`config.mk`:
```
export PLATFORM = sky130hd
export DESIGN_NAME = ymodem_crc_receiver
export DESIGN_NICKNAME = d
export VERILOG_FILES = /design/src/rtl/ymcr_pkg.sv /design/src/rtl/ymcr_front.sv /design/src/rtl/ymcr_emit.sv /design/src/rtl/ymcr_engine.sv /design/src/rtl/ymodem_crc_receiver.sv
export SDC_FILE = /design/constraint.sdc
export NUM_CORES = 1
export LEC_CHECK = 0
export BUFFER_PORTS_ARGS = -buffer_cell sky130_fd_sc_hd__buf_2
export CORE_UTILIZATION = 55
export CTS_BUF_LIST = sky130_fd_sc_hd__clkbuf_8
export CTS_CLUSTER_DIAMETER = 150
export DETAILED_ROUTE_END_ITERATION = 10
export GPL_TIMING_DRIVEN = 0
export HOLD_SLACK_MARGIN = 0.12
export PLACE_DENSITY = 0.82
export SYNTH_ARGS = -nofsm -noshare
export SYNTH_HDL_FRONTEND = slang
export SYNTH_SLANG_ARGS = --single-unit
```
`constraint.sdc`:
```
create_clock -name clk -period 7.5 [get_ports clk]
set_input_delay 0 -clock clk [delete_from_list [all_inputs] [get_ports clk]]
set_output_delay 0 -clock clk [all_outputs]
set_load 0.02 [all_outputs]
```
`src/rtl/ymcr_pkg.sv`:
```
// Shared types, codes and helpers for the YMODEM-CRC receiver.
// No dependencies; every other file in rtl/ imports this package.
package ymcr_pkg;

  // Default geometry handed down from the top level
  localparam int LONG_PAYLOAD_DEF = 1024;
  localparam int TIMER_BITS_DEF   = 16;
  localparam int SHORT_PAYLOAD    = 128;
  localparam int MAX_RES          = 8;
  localparam int RES_CNT_W        = 4;

  // Link control bytes
  localparam logic [7:0] C_SOH = 8'h01;
  localparam logic [7:0] C_STX = 8'h02;
  localparam logic [7:0] C_EOT = 8'h04;
  localparam logic [7:0] C_ACK = 8'h06;
  localparam logic [7:0] C_NAK = 8'h15;
  localparam logic [7:0] C_CAN = 8'h18;
  localparam logic [7:0] C_REQ = 8'h43;
  localparam logic [7:0] C_ABORT_UC = 8'h41;
  localparam logic [7:0] C_ABORT_LC = 8'h61;
  localparam logic [15:0] CRC_POLY = 16'h1021;

  // Result kinds
  localparam logic [1:0] KIND_PAYLOAD = 2'd0;
  localparam logic [1:0] KIND_REPLY   = 2'd1;
  localparam logic [1:0] KIND_EVENT   = 2'd2;

  // Session event codes
  localparam logic [7:0] EV_START        = 8'd1;
  localparam logic [7:0] EV_COMMIT       = 8'd2;
  localparam logic [7:0] EV_DISCARD      = 8'd3;
  localparam logic [7:0] EV_FINISH       = 8'd4;
  localparam logic [7:0] EV_FINISH_NOEND = 8'd5;
  localparam logic [7:0] EV_CANCEL       = 8'd6;
  localparam logic [7:0] EV_ABORT        = 8'd7;
  localparam logic [7:0] EV_ERRORS       = 8'd8;
  localparam logic [7:0] EV_RXTIMEOUT    = 8'd9;
  localparam logic [7:0] EV_STARTFAIL    = 8'd10;
  localparam logic [7:0] EV_WINDOW       = 8'd11;

  // Configuration register indexes
  localparam logic [2:0] CFG_MAX_ERRORS = 3'd0;
  localparam logic [2:0] CFG_RX_TO      = 3'd1;
  localparam logic [2:0] CFG_END_TO     = 3'd2;
  localparam logic [2:0] CFG_ARM_WIN    = 3'd3;
  localparam logic [2:0] CFG_HS_REPEAT  = 3'd4;
  localparam logic [2:0] CFG_IMG_LIMIT  = 3'd5;

  // Header parse phases
  localparam logic [1:0] HP_NAME   = 2'd0;
  localparam logic [1:0] HP_SPACE  = 2'd1;
  localparam logic [1:0] HP_DIGITS = 2'd2;
  localparam logic [1:0] HP_DONE   = 2'd3;

  typedef enum logic [2:0] {
    PH_HEAD   = 3'd0,
    PH_SEQ    = 3'd1,
    PH_SEQINV = 3'd2,
    PH_DATA   = 3'd3,
    PH_CRCHI  = 3'd4,
    PH_CRCLO  = 3'd5,
    PH_SKIP   = 3'd6
  } rx_phase_t;

  typedef enum logic {
    ENG_FETCH = 1'b0,
    ENG_DIV   = 1'b1
  } eng_state_t;

  // Classified input word
  typedef struct packed {
    logic       is_tick;
    logic       is_can;
    logic       is_abort;
    logic       is_start;
    logic       is_eot;
    logic [7:0] rx_byte;
  } cmd_t;

  typedef struct packed {
    logic [1:0] kind;
    logic [7:0] value;
  } res_t;

  typedef struct packed {
    logic [7:0]  max_errors;
    logic [15:0] rx_timeout_ms;
    logic [15:0] end_packet_timeout_ms;
    logic [15:0] arm_window_ms;
    logic [15:0] handshake_repeat_ms;
    logic [24:0] image_limit_bytes;
  } cfg_t;

  // CRC16, polynomial 0x1021, one byte MSB first
  function automatic logic [15:0] crc16_byte(input logic [15:0] crc, input logic [7:0] b);
    logic [15:0] c;
    c = crc ^ {b, 8'h00};
    for (int i = 0; i < 8; i++) begin
      c = c[15] ? ((c << 1) ^ CRC_POLY) : (c << 1);
    end
    return c;
  endfunction

endpackage

```
`src/rtl/ymcr_front.sv`:
```
// Front end: accepts input words, classifies them and queues them for the engine.
// Depends on ymcr_pkg.
module ymcr_front import ymcr_pkg::*; (
  input  logic       clk,
  input  logic       rst_n,
  input  logic       in_valid,
  output logic       in_ready,
  input  logic       in_func,
  input  logic [7:0] in_rx_byte,
  output logic       cmd_valid,
  output cmd_t       cmd,
  input  logic       cmd_pop
);

  localparam int DEPTH = 4;

  cmd_t       q_r [DEPTH];
  logic [1:0] wr_ptr_r, wr_ptr_nxt;
  logic [1:0] rd_ptr_r, rd_ptr_nxt;
  logic [2:0] cnt_r, cnt_nxt;
  logic       push;
  cmd_t       cls;

  // Classify the incoming word
  always_comb begin
    cls.is_tick  = in_func;
    cls.rx_byte  = in_rx_byte;
    cls.is_can   = !in_func && (in_rx_byte == C_CAN);
    cls.is_abort = !in_func && ((in_rx_byte == C_ABORT_UC) || (in_rx_byte == C_ABORT_LC));
    cls.is_start = !in_func && ((in_rx_byte == C_SOH) || (in_rx_byte == C_STX));
    cls.is_eot   = !in_func && (in_rx_byte == C_EOT);
  end

  assign in_ready  = (cnt_r != 3'(DEPTH));
  assign push      = in_valid && in_ready;
  assign cmd_valid = (cnt_r != 3'd0);
  assign cmd       = q_r[rd_ptr_r];

  // Advance pointers and occupancy
  always_comb begin
    wr_ptr_nxt = push ? wr_ptr_r + 2'd1 : wr_ptr_r;
    rd_ptr_nxt = cmd_pop ? rd_ptr_r + 2'd1 : rd_ptr_r;
    cnt_nxt    = cnt_r + 3'(push) - 3'(cmd_pop);
  end

  always_ff @(posedge clk) begin
    if (!rst_n) begin
      wr_ptr_r <= 2'd0;
      rd_ptr_r <= 2'd0;
      cnt_r    <= 3'd0;
    end else begin
      wr_ptr_r <= wr_ptr_nxt;
      rd_ptr_r <= rd_ptr_nxt;
      cnt_r    <= cnt_nxt;
    end
  end

  // Store the classified word
  always_ff @(posedge clk) begin
    if (push) begin
      q_r[wr_ptr_r] <= cls;
    end
  end

endmodule

```
`src/rtl/ymcr_emit.sv`:
```
// Result stage: holds the word list of one step and hands it out one word a cycle while out_ready is high.
// Depends on ymcr_pkg.
module ymcr_emit import ymcr_pkg::*; (
  input  logic                      clk,
  input  logic                      rst_n,
  input  logic                      load,
  input  res_t [MAX_RES-1:0]        lst,
  input  logic [RES_CNT_W-1:0]      lst_n,
  output logic                      em_free,
  output logic                      out_valid,
  input  logic                      out_ready,
  output logic [1:0]                out_kind,
  output logic [7:0]                out_value,
  output logic                      out_last
);

  res_t       list_r [MAX_RES];
  logic       busy_r, busy_nxt;
  logic [2:0] ptr_r, ptr_nxt;
  logic [2:0] last_r, last_nxt;
  logic       take;

  assign out_valid = busy_r;
  assign out_kind  = list_r[ptr_r].kind;
  assign out_value = list_r[ptr_r].value;
  assign out_last  = (ptr_r == last_r);
  assign take      = busy_r && out_ready;
  assign em_free   = !busy_r || (take && out_last);

  // Drain one word a cycle while out_ready is high, reload from the engine
  always_comb begin
    busy_nxt = busy_r;
    ptr_nxt  = ptr_r;
    last_nxt = last_r;
    if (take) begin
      if (out_last) begin
        busy_nxt = 1'b0;
      end else begin
        ptr_nxt = ptr_r + 3'd1;
      end
    end
    if (load && (lst_n != '0)) begin
      busy_nxt = 1'b1;
      ptr_nxt  = 3'd0;
      last_nxt = 3'(lst_n - RES_CNT_W'(1));
    end
  end

  always_ff @(posedge clk) begin
    if (!rst_n) begin
      busy_r <= 1'b0;
      ptr_r  <= 3'd0;
      last_r <= 3'd0;
    end else begin
      busy_r <= busy_nxt;
      ptr_r  <= ptr_nxt;
      last_r <= last_nxt;
    end
  end

  always_ff @(posedge clk) begin
    if (load) begin
      for (int i = 0; i < MAX_RES; i++) begin
        list_r[i] <= lst[i];
      end
    end
  end

endmodule

```
`src/rtl/ymcr_engine.sv`:
```
// Protocol engine: packet assembly, CRC, header parse, timers and replies.
// Depends on ymcr_pkg; fed by ymcr_front, drains into ymcr_emit.
module ymcr_engine import ymcr_pkg::*; #(
  parameter int LONG_PAYLOAD = LONG_PAYLOAD_DEF,
  parameter int TIMER_BITS   = TIMER_BITS_DEF
) (
  input  logic                 clk,
  input  logic                 rst_n,
  input  cfg_t                 cfg,
  input  logic                 cmd_valid,
  input  cmd_t                 cmd,
  output logic                 cmd_pop,
  input  logic                 em_free,
  output logic                 load,
  output res_t [MAX_RES-1:0]   lst,
  output logic [RES_CNT_W-1:0] lst_n
);

  localparam int IDX_W = $clog2(LONG_PAYLOAD + 3);
  localparam int CMP_W = (TIMER_BITS > 16) ? TIMER_BITS : 16;
  localparam int CNT_W = $clog2(TIMER_BITS + 1);
  localparam logic [TIMER_BITS-1:0] TMAX = {TIMER_BITS{1'b1}};

  // Protocol state
  rx_phase_t             rx_phase_r, rx_phase_nxt;
  logic                  long_r, long_nxt;
  logic [IDX_W-1:0]      data_index_r, data_index_nxt;
  logic [IDX_W-1:0]      skip_r, skip_nxt;
  logic [7:0]            seq_r, seq_nxt;
  logic [15:0]           crc_r, crc_nxt;
  logic [15:0]           crc_rx_r, crc_rx_nxt;
  logic [7:0]            exp_seq_r, exp_seq_nxt;
  logic                  fc_r, fc_nxt;
  logic                  eot_pend_r, eot_pend_nxt;
  logic                  session_r, session_nxt;
  logic [7:0]            err_r, err_nxt;
  logic                  armed_r, armed_nxt;
  logic                  prev_can_r, prev_can_nxt;
  logic [TIMER_BITS-1:0] ms_arm_r, ms_arm_nxt;
  logic [TIMER_BITS-1:0] ms_rx_r, ms_rx_nxt;
  logic [TIMER_BITS-1:0] ms_eot2_r, ms_eot2_nxt;
  logic                  eot2_r, eot2_nxt;
  logic [1:0]            hp_r, hp_nxt;
  logic [31:0]           dsize_r, dsize_nxt;
  logic [24:0]           fsize_r, fsize_nxt;
  logic [31:0]           bc_r, bc_nxt;

  // Sequencer and remainder unit
  eng_state_t            st_r, st_nxt;
  cmd_t                  hold_r;
  logic [16:0]           rem_r;
  logic [TIMER_BITS-1:0] dvd_r;
  logic [CNT_W-1:0]      dcnt_r;
  logic                  div_done, fetch_ok, need_div, div_start, apply;
  logic [16:0]           rep_x, rem_t, rem_step;
  logic                  mod_zero;
  cmd_t                  cs;

  assign rep_x    = (cfg.handshake_repeat_ms == 16'd0) ? 17'd1 : {1'b0, cfg.handshake_repeat_ms};
  assign rem_t    = {rem_r[15:0], dvd_r[TIMER_BITS-1]};
  assign rem_step = (rem_t >= rep_x) ? rem_t - rep_x : rem_t;
  assign div_done = (dcnt_r == CNT_W'(TIMER_BITS));
  assign mod_zero = (rem_r == 17'd0);
  assign fetch_ok = (st_r == ENG_FETCH) && cmd_valid && em_free;
  assign need_div = cmd.is_tick && armed_r && !session_r && (ms_arm_r != TMAX);
  assign cs       = (st_r == ENG_DIV) ? hold_r : cmd;

  // Sequencer next state
  always_comb begin
    st_nxt = st_r;
    unique case (st_r)
      ENG_FETCH: if (fetch_ok && need_div) st_nxt = ENG_DIV;
      ENG_DIV:   if (div_done) st_nxt = ENG_FETCH;
      default:   st_nxt = ENG_FETCH;
    endcase
  end

  // Sequencer outputs
  always_comb begin
    cmd_pop   = 1'b0;
    div_start = 1'b0;
    apply     = 1'b0;
    unique case (st_r)
      ENG_FETCH: begin
        cmd_pop   = fetch_ok;
        div_start = fetch_ok && need_div;
        apply     = fetch_ok && !need_div;
      end
      ENG_DIV: apply = div_done;
      default: ;
    endcase
  end

  assign load = apply;

  always_ff @(posedge clk) begin
    if (!rst_n) begin
      st_r <= ENG_FETCH;
    end else begin
      st_r <= st_nxt;
    end
  end

  // Remainder of the advanced window timer by the handshake interval, one bit a cycle
  always_ff @(posedge clk) begin
    if (!rst_n) begin
      dcnt_r <= '0;
    end else if (div_start) begin
      dcnt_r <= '0;
    end else if ((st_r == ENG_DIV) && !div_done) begin
      dcnt_r <= dcnt_r + CNT_W'(1);
    end
  end

  always_ff @(posedge clk) begin
    if (div_start) begin
      hold_r <= cmd;
      rem_r  <= 17'd0;
      dvd_r  <= ms_arm_r + TIMER_BITS'(1);
    end else if ((st_r == ENG_DIV) && !div_done) begin
      rem_r <= rem_step;
      dvd_r <= dvd_r << 1;
    end
  end

  // Step logic
  logic [IDX_W-1:0]      plen;
  logic [7:0]            b;
  logic [RES_CNT_W-1:0]  n;
  logic                  clr, do_hdr, stream, digit, arm_adv;
  logic [CMP_W-1:0]      arm_x, rx_x, eot2_x;
  logic [15:0]           crc_full;
  logic [35:0]           acc;
  logic [32:0]           bc_sum;
  logic [31:0]           bc_new;
  logic [3:0]            dval;

  assign plen  = long_r ? IDX_W'(LONG_PAYLOAD) : IDX_W'(SHORT_PAYLOAD);
  assign b     = cs.rx_byte;
  assign digit = (b >= 8'h30) && (b <= 8'h39);
  assign dval  = 4'(b - 8'h30);
  assign acc   = ({4'd0, dsize_r} << 3) + ({4'd0, dsize_r} << 1) + 36'(dval);

  always_comb begin
    rx_phase_nxt = rx_phase_r;  long_nxt = long_r;  data_index_nxt = data_index_r;
    skip_nxt = skip_r;  seq_nxt = seq_r;  crc_nxt = crc_r;  crc_rx_nxt = crc_rx_r;
    exp_seq_nxt = exp_seq_r;  fc_nxt = fc_r;  eot_pend_nxt = eot_pend_r;
    session_nxt = session_r;  err_nxt = err_r;  armed_nxt = armed_r;
    prev_can_nxt = prev_can_r;  ms_arm_nxt = ms_arm_r;  ms_rx_nxt = ms_rx_r;
    ms_eot2_nxt = ms_eot2_r;  eot2_nxt = eot2_r;  hp_nxt = hp_r;
    dsize_nxt = dsize_r;  fsize_nxt = fsize_r;  bc_nxt = bc_r;
    lst = '0;  n = '0;  clr = 1'b0;  do_hdr = 1'b0;
    arm_adv = 1'b0;  crc_full = {crc_rx_r[15:8], b};
    stream = session_r && !(fc_r && (seq_r == 8'd0));
    bc_sum = {1'b0, bc_r} + 33'(plen);
    bc_new = bc_sum[32] ? 32'hFFFF_FFFF : bc_sum[31:0];
    arm_x = '0;  rx_x = '0;  eot2_x = '0;

    if (cs.is_tick) begin
      if (armed_r) begin
        // Advance the saturating timers
        arm_adv = (ms_arm_r != TMAX);
        if (arm_adv) ms_arm_nxt = ms_arm_r + TIMER_BITS'(1);
        if (ms_rx_r != TMAX) ms_rx_nxt = ms_rx_r + TIMER_BITS'(1);
        if (ms_eot2_r != TMAX) ms_eot2_nxt = ms_eot2_r + TIMER_BITS'(1);
        arm_x  = CMP_W'(ms_arm_nxt);
        rx_x   = CMP_W'(ms_rx_nxt);
        eot2_x = CMP_W'(ms_eot2_nxt);
        if (!session_r) begin
          if (arm_adv && mod_zero && (arm_x < CMP_W'(cfg.arm_window_ms))) begin
            lst[n[2:0]] = '{KIND_REPLY, C_REQ};  n = n + RES_CNT_W'(1);
          end
          if (arm_x >= CMP_W'(cfg.arm_window_ms)) begin
            armed_nxt = 1'b0;
            lst[n[2:0]] = '{KIND_EVENT, EV_WINDOW};  n = n + RES_CNT_W'(1);
          end
        end else if (fc_r && eot2_r && (eot2_x >= CMP_W'(cfg.end_packet_timeout_ms)) &&
                     (rx_phase_r == PH_HEAD) &&
                     (rx_x >= CMP_W'(cfg.end_packet_timeout_ms))) begin
          lst[n[2:0]] = '{KIND_EVENT, EV_FINISH_NOEND};  n = n + RES_CNT_W'(1);
          lst[n[2:0]] = '{KIND_REPLY, C_REQ};  n = n + RES_CNT_W'(1);
          clr = 1'b1;
        end else if ((rx_x >= CMP_W'(cfg.rx_timeout_ms)) || (err_r > cfg.max_errors)) begin
          lst[n[2:0]] = '{KIND_REPLY, C_CAN};  n = n + RES_CNT_W'(1);
          lst[n[2:0]] = '{KIND_REPLY, C_CAN};  n = n + RES_CNT_W'(1);
          lst[n[2:0]] = '{KIND_EVENT, (rx_x >= CMP_W'(cfg.rx_timeout_ms)) ?
                          EV_RXTIMEOUT : EV_ERRORS};
          n = n + RES_CNT_W'(1);
          lst[n[2:0]] = '{KIND_REPLY, C_REQ};  n = n + RES_CNT_W'(1);
          clr = 1'b1;
        end
      end
    end else if (armed_r) begin
      ms_rx_nxt = '0;
      if ((rx_phase_r == PH_HEAD) && cs.is_can) begin
        // Second CAN in a row cancels
        if (prev_can_r) begin
          lst[n[2:0]] = '{KIND_EVENT, EV_CANCEL};  n = n + RES_CNT_W'(1);
          lst[n[2:0]] = '{KIND_REPLY, C_REQ};  n = n + RES_CNT_W'(1);
          clr = 1'b1;
        end else begin
          prev_can_nxt = 1'b1;
        end
      end else if ((rx_phase_r == PH_HEAD) && cs.is_abort) begin
        lst[n[2:0]] = '{KIND_REPLY, C_CAN};  n = n + RES_CNT_W'(1);
        lst[n[2:0]] = '{KIND_REPLY, C_CAN};  n = n + RES_CNT_W'(1);
        lst[n[2:0]] = '{KIND_EVENT, EV_ABORT};  n = n + RES_CNT_W'(1);
        lst[n[2:0]] = '{KIND_REPLY, C_REQ};  n = n + RES_CNT_W'(1);
        clr = 1'b1;
      end else begin
        prev_can_nxt = 1'b0;
        unique case (rx_phase_r)
          PH_SEQ: begin
            seq_nxt = b;
            rx_phase_nxt = PH_SEQINV;
          end
          PH_SEQINV: begin
            if ((seq_r ^ b) != 8'hFF) begin
              lst[n[2:0]] = '{KIND_REPLY, C_NAK};  n = n + RES_CNT_W'(1);
              skip_nxt = plen + IDX_W'(2);
              rx_phase_nxt = PH_SKIP;
            end else begin
              crc_nxt = 16'd0;
              hp_nxt = HP_NAME;
              dsize_nxt = 32'd0;
              skip_nxt = '0;
              rx_phase_nxt = PH_DATA;
            end
          end
          PH_DATA: begin
            crc_nxt = crc16_byte(crc_r, b);
            if (stream) begin
              lst[n[2:0]] = '{KIND_PAYLOAD, b};  n = n + RES_CNT_W'(1);
            end else begin
              // Header: name, then decimal size
              case (hp_r)
                HP_NAME: begin
                  if (b == 8'h00) begin
                    if (data_index_r == '0) skip_nxt = IDX_W'(1);
                    if ((data_index_r + IDX_W'(1)) < plen) hp_nxt = HP_SPACE;
                  end
                end
                HP_SPACE: begin
                  if ((b == 8'h20) || ((b >= 8'h09) && (b <= 8'h0D))) begin
                    hp_nxt = HP_SPACE;
                  end else if (b == 8'h2B) begin
                    hp_nxt = HP_DIGITS;
                  end else if (digit) begin
                    dsize_nxt = 32'(dval);
                    hp_nxt = HP_DIGITS;
                  end else begin
                    if (b == 8'h2D) dsize_nxt = 32'd0;
                    hp_nxt = HP_DONE;
                  end
                end
                HP_DIGITS: begin
                  if (digit) begin
                    dsize_nxt = (acc[35:32] != 4'd0) ? 32'hFFFF_FFFF : acc[31:0];
                  end else begin
                    hp_nxt = HP_DONE;
                  end
                end
                default: ;
              endcase
            end
            data_index_nxt = data_index_r + IDX_W'(1);
            if (data_index_nxt >= plen) rx_phase_nxt = PH_CRCHI;
          end
          PH_CRCHI: begin
            crc_rx_nxt = {b, 8'h00};
            rx_phase_nxt = PH_CRCLO;
          end
          PH_CRCLO: begin
            crc_rx_nxt = crc_full;
            rx_phase_nxt = PH_HEAD;
            // Close the packet
            if (crc_r != crc_full) begin
              if (stream) begin
                lst[n[2:0]] = '{KIND_EVENT, EV_DISCARD};  n = n + RES_CNT_W'(1);
              end
              lst[n[2:0]] = '{KIND_REPLY, C_NAK};  n = n + RES_CNT_W'(1);
              if (session_r && (err_r != 8'hFF)) err_nxt = err_r + 8'd1;
            end else if (fc_r && (seq_r == 8'd0)) begin
              do_hdr = 1'b1;
            end else if (seq_r == (exp_seq_r - 8'd1)) begin
              if (stream) begin
                lst[n[2:0]] = '{KIND_EVENT, EV_DISCARD};  n = n + RES_CNT_W'(1);
              end
              lst[n[2:0]] = '{KIND_REPLY, C_ACK};  n = n + RES_CNT_W'(1);
            end else if (seq_r != exp_seq_r) begin
              if (stream) begin
                lst[n[2:0]] = '{KIND_EVENT, EV_DISCARD};  n = n + RES_CNT_W'(1);
              end
              lst[n[2:0]] = '{KIND_REPLY, C_NAK};  n = n + RES_CNT_W'(1);
              if (session_r && (err_r != 8'hFF)) err_nxt = err_r + 8'd1;
            end else begin
              err_nxt = 8'd0;
              if (!stream) begin
                do_hdr = 1'b1;
              end else begin
                lst[n[2:0]] = '{KIND_EVENT, EV_COMMIT};  n = n + RES_CNT_W'(1);
                lst[n[2:0]] = '{KIND_REPLY, C_ACK};  n = n + RES_CNT_W'(1);
                exp_seq_nxt = exp_seq_r + 8'd1;
                bc_nxt = bc_new;
                if (bc_new >= 32'(fsize_r)) fc_nxt = 1'b1;
              end
            end
          end
          PH_SKIP: begin
            if (skip_r != '0) skip_nxt = skip_r - IDX_W'(1);
            if (skip_nxt == '0) begin
              rx_phase_nxt = PH_HEAD;
              if (session_r && (err_r != 8'hFF)) err_nxt = err_r + 8'd1;
            end
          end
          default: begin
            if (cs.is_start) begin
              long_nxt = (b == C_STX);
              data_index_nxt = '0;
              rx_phase_nxt = PH_SEQ;
            end else if (cs.is_eot && fc_r) begin
              if (eot_pend_r) begin
                eot_pend_nxt = 1'b0;
                lst[n[2:0]] = '{KIND_REPLY, C_NAK};  n = n + RES_CNT_W'(1);
              end else begin
                lst[n[2:0]] = '{KIND_REPLY, C_ACK};  n = n + RES_CNT_W'(1);
                lst[n[2:0]] = '{KIND_REPLY, C_REQ};  n = n + RES_CNT_W'(1);
                eot2_nxt = 1'b1;
                ms_eot2_nxt = '0;
              end
            end
          end
        endcase

        // Header packet verdict
        if (do_hdr) begin
          if (skip_r == IDX_W'(1)) begin
            lst[n[2:0]] = '{KIND_REPLY, C_ACK};  n = n + RES_CNT_W'(1);
            lst[n[2:0]] = '{KIND_REPLY, C_CAN};  n = n + RES_CNT_W'(1);
            lst[n[2:0]] = '{KIND_REPLY, C_CAN};  n = n + RES_CNT_W'(1);
            lst[n[2:0]] = '{KIND_EVENT, EV_FINISH};  n = n + RES_CNT_W'(1);
            lst[n[2:0]] = '{KIND_REPLY, C_REQ};  n = n + RES_CNT_W'(1);
            clr = 1'b1;
          end else if (hp_r == HP_NAME) begin
            lst[n[2:0]] = '{KIND_REPLY, C_NAK};  n = n + RES_CNT_W'(1);
          end else if ((dsize_r == 32'd0) || (dsize_r > 32'(cfg.image_limit_bytes))) begin
            lst[n[2:0]] = '{KIND_REPLY, C_ACK};  n = n + RES_CNT_W'(1);
            lst[n[2:0]] = '{KIND_REPLY, C_CAN};  n = n + RES_CNT_W'(1);
            lst[n[2:0]] = '{KIND_REPLY, C_CAN};  n = n + RES_CNT_W'(1);
            lst[n[2:0]] = '{KIND_EVENT, EV_STARTFAIL};  n = n + RES_CNT_W'(1);
            lst[n[2:0]] = '{KIND_REPLY, C_REQ};  n = n + RES_CNT_W'(1);
            clr = 1'b1;
          end else begin
            lst[n[2:0]] = '{KIND_REPLY, C_ACK};  n = n + RES_CNT_W'(1);
            lst[n[2:0]] = '{KIND_REPLY, C_REQ};  n = n + RES_CNT_W'(1);
            lst[n[2:0]] = '{KIND_EVENT, EV_START};  n = n + RES_CNT_W'(1);
            fsize_nxt = dsize_r[24:0];
            bc_nxt = 32'd0;
            fc_nxt = 1'b0;
            eot_pend_nxt = 1'b1;
            eot2_nxt = 1'b0;
            exp_seq_nxt = 8'd1;
            session_nxt = 1'b1;
          end
        end
      end
    end

    // Drop the session and reopen the window
    if (clr) begin
      rx_phase_nxt = PH_HEAD;  long_nxt = 1'b0;  data_index_nxt = '0;  skip_nxt = '0;
      seq_nxt = 8'd0;  crc_nxt = 16'd0;  crc_rx_nxt = 16'd0;  exp_seq_nxt = 8'd0;
      fc_nxt = 1'b0;  eot_pend_nxt = 1'b1;  session_nxt = 1'b0;  err_nxt = 8'd0;
      armed_nxt = 1'b1;  prev_can_nxt = 1'b0;  ms_arm_nxt = '0;  ms_rx_nxt = '0;
      ms_eot2_nxt = '0;  eot2_nxt = 1'b0;  hp_nxt = HP_NAME;  dsize_nxt = 32'd0;
      fsize_nxt = 25'd0;  bc_nxt = 32'd0;
    end
  end

  assign lst_n = n;

  // Hold state between steps
  always_ff @(posedge clk) begin
    if (!rst_n) begin
      rx_phase_r <= PH_HEAD;  long_r <= 1'b0;  data_index_r <= '0;  skip_r <= '0;
      seq_r <= 8'd0;  crc_r <= 16'd0;  crc_rx_r <= 16'd0;  exp_seq_r <= 8'd0;
      fc_r <= 1'b0;  eot_pend_r <= 1'b1;  session_r <= 1'b0;  err_r <= 8'd0;
      armed_r <= 1'b1;  prev_can_r <= 1'b0;  ms_arm_r <= '0;  ms_rx_r <= '0;
      ms_eot2_r <= '0;  eot2_r <= 1'b0;  hp_r <= HP_NAME;  dsize_r <= 32'd0;
      fsize_r <= 25'd0;  bc_r <= 32'd0;
    end else if (apply) begin
      rx_phase_r <= rx_phase_nxt;  long_r <= long_nxt;  data_index_r <= data_index_nxt;
      skip_r <= skip_nxt;  seq_r <= seq_nxt;  crc_r <= crc_nxt;  crc_rx_r <= crc_rx_nxt;
      exp_seq_r <= exp_seq_nxt;  fc_r <= fc_nxt;  eot_pend_r <= eot_pend_nxt;
      session_r <= session_nxt;  err_r <= err_nxt;  armed_r <= armed_nxt;
      prev_can_r <= prev_can_nxt;  ms_arm_r <= ms_arm_nxt;  ms_rx_r <= ms_rx_nxt;
      ms_eot2_r <= ms_eot2_nxt;  eot2_r <= eot2_nxt;  hp_r <= hp_nxt;
      dsize_r <= dsize_nxt;  fsize_r <= fsize_nxt;  bc_r <= bc_nxt;
    end
  end

`ifndef SYNTHESIS
  a_session_armed: assert property (@(posedge clk) disable iff (!rst_n)
    session_r |-> armed_r) else $error("session open with window closed");
  a_complete_in_session: assert property (@(posedge clk) disable iff (!rst_n)
    fc_r |-> session_r) else $error("file complete outside a session");
  a_data_index: assert property (@(posedge clk) disable iff (!rst_n)
    (rx_phase_r == PH_DATA) |-> (data_index_r < plen)) else $error("data index overrun");
  a_load_free: assert property (@(posedge clk) disable iff (!rst_n)
    load |-> em_free) else $error("result list loaded while busy");
  a_div_only_idle: assert property (@(posedge clk) disable iff (!rst_n)
    (st_r == ENG_DIV) |-> (!session_r && armed_r)) else $error("remainder run in session");
`endif

endmodule

```
`src/rtl/ymodem_crc_receiver.sv`:
```
// Top level of the YMODEM-CRC receiver: configuration registers and wiring.
// Depends on ymcr_pkg, ymcr_front, ymcr_engine and ymcr_emit.
//
// Usage: push received bytes (in_func 0) and one-millisecond ticks (in_func 1)
// on the in_ channel. Each word yields zero or more result words on the out_
// channel: payload bytes (kind 0), reply bytes to transmit (kind 1) and
// session events (kind 2); out_last marks the final word of one input word.
// Configuration writes go through cfg_ (always ready), index per register list.
// Flow: the engine takes a new input word only when the result stage is free
// or handing out its last word, at one word a cycle while out_ready is high;
// a tick while the window is open and no session runs first holds the engine
// for the bit-serial remainder against the handshake interval.
// The input word is registered in the input queue, then its results in the result stage.
// A four-word input queue keeps accepting while results wait to be taken;
// a stalled receiver fills it and then drops in_ready.
// Reset: all state returns to window-open idle; nothing is sent until the
// first handshake interval elapses.
module ymodem_crc_receiver import ymcr_pkg::*; #(
  parameter int LONG_PAYLOAD = LONG_PAYLOAD_DEF,
  parameter int TIMER_BITS   = TIMER_BITS_DEF
) (
  input  logic        clk,
  input  logic        rst_n,
  input  logic        in_valid,
  output logic        in_ready,
  input  logic        in_func,
  input  logic [7:0]  in_rx_byte,
  output logic        out_valid,
  input  logic        out_ready,
  output logic [1:0]  out_kind,
  output logic [7:0]  out_value,
  output logic        out_last,
  input  logic        cfg_valid,
  output logic        cfg_ready,
  input  logic [2:0]  cfg_index,
  input  logic [24:0] cfg_data
);

  cfg_t                 cfg_r;
  logic                 cmd_valid, cmd_pop, em_free, load;
  cmd_t                 cmd;
  res_t [MAX_RES-1:0]   lst;
  logic [RES_CNT_W-1:0] lst_n;

  assign cfg_ready = 1'b1;

  // Write configuration registers
  always_ff @(posedge clk) begin
    if (!rst_n) begin
      cfg_r.max_errors            <= 8'd5;
      cfg_r.rx_timeout_ms         <= 16'd5000;
      cfg_r.end_packet_timeout_ms <= 16'd3000;
      cfg_r.arm_window_ms         <= 16'd10000;
      cfg_r.handshake_repeat_ms   <= 16'd1000;
      cfg_r.image_limit_bytes     <= 25'd1048576;
    end else if (cfg_valid && cfg_ready) begin
      unique case (cfg_index)
        CFG_MAX_ERRORS: cfg_r.max_errors            <= cfg_data[7:0];
        CFG_RX_TO:      cfg_r.rx_timeout_ms         <= cfg_data[15:0];
        CFG_END_TO:     cfg_r.end_packet_timeout_ms <= cfg_data[15:0];
        CFG_ARM_WIN:    cfg_r.arm_window_ms         <= cfg_data[15:0];
        CFG_HS_REPEAT:  cfg_r.handshake_repeat_ms   <= cfg_data[15:0];
        CFG_IMG_LIMIT:  cfg_r.image_limit_bytes     <= cfg_data;
        default: ;
      endcase
    end
  end

  ymcr_front u_front (
    .clk        (clk),
    .rst_n      (rst_n),
    .in_valid   (in_valid),
    .in_ready   (in_ready),
    .in_func    (in_func),
    .in_rx_byte (in_rx_byte),
    .cmd_valid  (cmd_valid),
    .cmd        (cmd),
    .cmd_pop    (cmd_pop)
  );

  ymcr_engine #(
    .LONG_PAYLOAD (LONG_PAYLOAD),
    .TIMER_BITS   (TIMER_BITS)
  ) u_engine (
    .clk       (clk),
    .rst_n     (rst_n),
    .cfg       (cfg_r),
    .cmd_valid (cmd_valid),
    .cmd       (cmd),
    .cmd_pop   (cmd_pop),
    .em_free   (em_free),
    .load      (load),
    .lst       (lst),
    .lst_n     (lst_n)
  );

  ymcr_emit u_emit (
    .clk       (clk),
    .rst_n     (rst_n),
    .load      (load),
    .lst       (lst),
    .lst_n     (lst_n),
    .em_free   (em_free),
    .out_valid (out_valid),
    .out_ready (out_ready),
    .out_kind  (out_kind),
    .out_value (out_value),
    .out_last  (out_last)
  );

endmodule
```
======== Yosys cells after proc, flatten, opt, wreduce, memory -nomap -nowiden ========
Memory sizes are Yosys's and may differ from the RTL's. A register that Yosys moved wholly into a read port is not among the register bits.
Index checks and enable logic that the tools add are counted.
word-level totals
  register bits ........................... 382
  output and inout port bits .............. 14
  bits in writable memories ............... 132
  bits of input ports ..................... 42
  memories kept ........................... 2
cells by class
  equal/unequal tests ..................... 68
  reductions and logical operators ........ 111
  bitwise gates (word level) .............. 54
  add/sub/neg operators ................... 30
  multiplexer cells ....................... 430
  $lt $le $gt $ge ......................... 33
memory list
  memory         words  width  rd ports  clocked after Yosys merged registers in  wr ports  RTL line          text
  u_emit.list_r  8      10     1         1                                        8         ymcr_emit.sv:17   res_t list_r [MAX_RES];
  u_front.q_r    4      13     1         1                                        1         ymcr_front.sv:17  cmd_t q_r [DEPTH];
operator list
  operator           count
  $mux W32           29
  $mux W80           11
  $mux W16           40
  $mux W10           44
  $mux W60           7
  $not A48 Y48       6
  $not A56 Y56       5
  $demux W10 S3      9
  $mux W8            33
  $mux W11           23
  $mux W25           9
  $and A56 B56 Y56   4
  $and A48 B48 Y48   4
  $mux W4            48
  $mux W40           4
  $and A6 B48 Y48    3
  $and A64 B64 Y64   2
  $not A64 Y64       2
  $or A32 B32 Y32    4
  $pmux W32 S2       2
  $mux W13           9
  $mux W1            106
  $or A24 B24 Y24    4
  $or A4 B32 Y32     3
  other kinds (116)  315

======== Longest topological paths before layout ========
  depth after elaboration ................. 42
  depth in mapped cells ................... 25
  mapped depth without buffers ............ 25

======== Cells and area by module ========
From an unflattened synthesis, not the netlist that was laid out.
unflattened totals
  cell total of the unflattened synthesis .. 3523
  area, all modules ....................... 31999.4 um^2
modules (own cells, without submodules)
  module               instances  area an instance (um^2)  cells each
  ymcr_engine          1          22223.8                  2853
  ymodem_crc_receiver  1          3781.1                   371
  ymcr_emit            1          3602.2                   173
  ymcr_front           1          2392.3                   126

======== Worst setup path before layout ========
No wires, ideal clock.
  path kind ............................... reg2reg
  start ................................... reg u_engine.ms_arm_r[0]
  end ..................................... reg u_emit.last_r[0]
  required time ........................... 7.428 ns
  arrival time ............................ 5.482 ns
  setup time .............................. 0.072 ns
  cell stages (with the launch flop) ...... 25
  path slack .............................. 1.946 ns
  path through ............................ dfxtp_1 > ha_1 > nand2_1 > nor4_1 > nand2_1 > mux2_2 > ha_1 > nor2b_1 > o21a_1 > o21a_1 > o21a_1 > o21a_1 > o21ai_0 > a21oi_1 > a2111oi_0 > nand3_1 > inv_1 > ha_1 > nand2_1 > a21oi_1 > a211oi_1 > ha_1 > o311a_1 > a311oi_2 > mux2i_1
between the ends
  word-level cells in the longest chain between the ends .. 17
  elaborated cells on any way between the ends .. 25
  those cells by class .................... add/sub (3); order compare (2); eq/ne (1); mux (12); reduce/logical (7)
ends and longest elaborated chain
  item                                                                      RTL line            text
  start, declared                                                           ymcr_engine.sv:39   logic [TIMER_BITS-1:0] ms_arm_r, ms_arm_nxt;
  start signal, assigned                                                    ymcr_engine.sv:396  prev_can_r <= prev_can_nxt; ms_arm_r <= ms_arm_nxt; ms_rx_r <= ms_rx_nxt;
  parallel branches: the longest is 17 deep, another holds $add A16 B1 Y16  --
  end signal, assigned                                                      ymcr_emit.sv:57     last_r <= last_nxt;
  end, declared                                                             ymcr_emit.sv:20     logic [2:0] last_r, last_nxt;
Several ways; the timed one is not identified. The select of a mux whose other input is x is not followed.
A chain may end at the register's enable or synchronous reset.

======== Worst setup path in the final report ========
Ends and elaborated chain as after synthesis.

==> flow_summary.toml <==
[drt]
final_antenna_violating_net_count = 0
wire_per_inst_um = 19.7
drt_iter0_markers = 3158
route.detailed.drc = 0
firstDrtPassIters = 6
detail_route.vias_per_cell = 6.15
wl_um = 90400
count_of_vias_placed_by_the_detailed_router = 28219

[synth]
ys_async_sr_fraction = 0
synth_seq_area_share = 0.378
synth_area_leaders = "dfxtp_1, edfxtp_1, ha_1"
synthesized_area_per_cell_sq_um = 8.62
synth-xor-area-share = 0.0512
synth-warning-count = 0
post_synth_inst_count = 3550
summed_instance_area_of_the_synthesized_netlist_sq_um = 30600
ys_seq_elements = 505
netlist.area_leader.share = 0.234
synth_compound_area_frac = 0.175
yosys-top-cells-count = "nand2_1, dfxtp_1, a21oi_1, nor2_1, ha_1"
synth-main-ff-cell = "dfxtp_1"
synth_simple_gate_area_share = 0.202
synthMuxAreaShare = 0.0480
synthAdderAreaFrac = 0.101
synth.lib_cells_used.distinct = 93
yosys.area.top_type = "dfxtp_1"
main_combinational_cell_family_by_area_after_synthesis = "simple AND/OR/NAND/NOR gates"
synth_enable_flop_cells = 147
yosysMostFrequentCell = "nand2_1"

[cells_and_area]
filler_cell_count = 4531
nNetsFinal = 4054
synthToLayoutAreaGrowth_pct = 12.9
post_route_cells_drive_above_1_share = 0.0779
final-instance-count-excl-fill = 4587
design_area_sq_um = 34600

[cts]
numCtsBuffers = 85
htreeDepth = 3
cts-root-buf = "clkbuf_8"
tritoncts = "yes"
cts.repair_timing.setup_buffer_count = 0
clock_insertion_delay_at_the_later_pin_of_the_skew_report_ns = 0.71
clock_tree.buffer_depth = 3
clock-sinks = 505
worst_setup_hold_path_clk_slew_ns = 0.07

[floorplanning]
floorplan.io_pins = 56
core-area_sq_um = 55000
fp-row-count = 86
dieWidth_um = 238
floorplan.die_area_sq_um = 56600
starting_utilization_of_the_core_area = 0.557
floorplan.die.height_um = 238

[sta]
fin_crit_sh = 0.946
final-hold-violation-count = 0
final.setup.worst_slack_ns = 0.407
rsz0062_at_grt = "no"
slew_at_the_pin_with_the_worst_max_slew_slack_ns = 1.38
timing.fmax_mhz = 141
skew_ns = 0.0316
max-slew-margin-rel = 0.0773
finalSetupViolations = 0
min_tclk_post_route_ns = 7.09
slew_viol_final = 0

[global_route]
grt_pass1_vias = 26738
grt.busiest_layer = "met2"
largest_net_degree_at_the_start_of_global_routing = 50
grt_first_pass_wirelength_um = 143000
grt-ovfl-total = 0
globalRouteMet1Util = 0.411
grt_antenna_before_repair = 1
grt_util_met3 = 0.0599
grt_util_met2 = 0.501
grt_util_all_layers = 0.316

[setup_path]
worst_path_bufs_invs = 2
setup.worst_path.start_class = "register"
crit_slowest_cell = "a311oi_2"
worstSetupEndpointType = "register"
cpLargestDelayFamily = "compound AO/OA/AOI/OAI gates"
worst_path_most_repeated_cell = "a21o_1"
worstSetupPathType = "reg2reg"
critical_path_required_ns = 8.12
cp.arrival_ns = 7.71
crit_path_max_incr_delay_ns = 0.60
crit_fanout = 10

[status]
run_status = "complete, no violations"

[hold_path]
hold_class = "in2reg"

[flow_run]
max_cap_violations = 0

[place]
dpl.cell_count = 4356
dpl-instance-area_sq_um = 31900
port_buffers = 53
hpwl_um = 64400
dp_worst_setup_slack_ns = -0.205
finalWeightedCongestion = 0.997

[pwr]
leakagePower_nw = 13.6
max-vdd-ir-drop_mv = 0.167
power_density_over_the_cells_nw_per_um2 = 283
==> flip-flops by register name, summed over array words and instances (netlist names), 17 cells and up, named ones only <==
| name | flops |
|---|---|
| cfg_r | 97 |
| u_emit.list_r | 66 |
| u_engine.bc_r | 32 |
| u_engine.dsize_r | 32 |
| u_engine.fsize_r | 25 |
| u_engine.rem_r | 17 |
| u_front.q_r | 52 |
==> area by class of cell <==
cell class                 instances  area, sq um  area share
multi-input combinational       2703        17700       0.513
sequential                       505        11600       0.335
clock buffer                     104         1430      0.0414
timing repair buffer             129         1030      0.0297
tap                              748          936      0.0271
inverter                         180          676      0.0195
buffer                           164          663      0.0192
clock inverter                    53          527      0.0152
antenna                            1         2.50   0.0000724
==> stage by stage <==
step / TNS, ns / hold slack (ns) / power (W) / util
after floorplan: 0 / 0.0989 / 0.00584 / -
after global placement: -0.382 / 0.244 / 0.00679 / 0.579
after detailed placement: -1.33 / 0.251 / 0.00684 / 0.579
after CTS: 0 / 0.129 / 0.00970 / 0.628
after global routing: 0 / 0.197 / 0.0102 / 0.629
final: 0 / 0.169 / 0.00979 / 0.629
==> cells by family after synthesis <==
| family | Yosys count |
|---|---|
| AOI/OAI and AO/OA | 854 |
| and+or+nand+nor | 1313 |
| muxes | 109 |
| DFF | 505 |
| xor gates and xnor gates | 179 |
| other | 2 |
| adders and majority gates | 244 |
| buffers and inverters | 344 |
==> cells in the final DEF, fill, tap and decap left out, types with 20 or more instances in the layout <==
master and count:
o211ai_1 46, nand4_1 58, dfxtp_1 358, and3_1 37, dlygate4sd3_1 73, a211oi_1 24, o21a_1 34, mux4_2 27
nand3_1 100, o21ai_0 200, inv_1 194, mux2i_1 57, a31oi_1 31, nor3_1 92, nor2b_1 27, a21oi_1 269
edfxtp_1 147, a22oi_1 27, clkbuf_8 104, clkbuf_1 134, mux2_2 22, o22ai_1 20, a21o_1 54, ha_1 240
or3_1 34, xnor2_1 114, nand2b_1 39, buf_2 66, nor2_1 264, nor4_1 27, xor2_1 65, nand2_1 522
==> where the power goes <==
group | total, W | leakage [nW] | internal (W) | switching, W
Sequential | 0.00348 | 4.26 | 0.00330 | 0.000175
Combinational | 0.00346 | 8.23 | 0.00117 | 0.00229
Clock | 0.00285 | 1.07 | 0.00164 | 0.00121
==> final timing paths <==
kind	slack (ns)	cells past startpoint	startpoint	endpoint
min reg2reg	0.45	2	cfg_r[44]	cfg_r[44]
max reg2reg	0.41	25	u_engine.ms_arm_r[0]	u_emit.last_r[0]
min	0.17	2	in_rx_byte[4]	u_front.q_r[1][4]
max	0.41	25	u_engine.ms_arm_r[0]	u_emit.last_r[0]
==> routing by layer <==
layer,vias up,share of wire
met5,-,0.00017
met4,2,0.048
met3,301,0.090
met2,1342,0.45
met1,13325,0.41
li1,13249,-
==> what timing repair did <==
action                     CTS  global route
hold buffers                73             0
hold endpoints to repair   216             0
setup endpoints to repair    9            19
resized for setup            1             2
(Power assumes the default switching activity.)
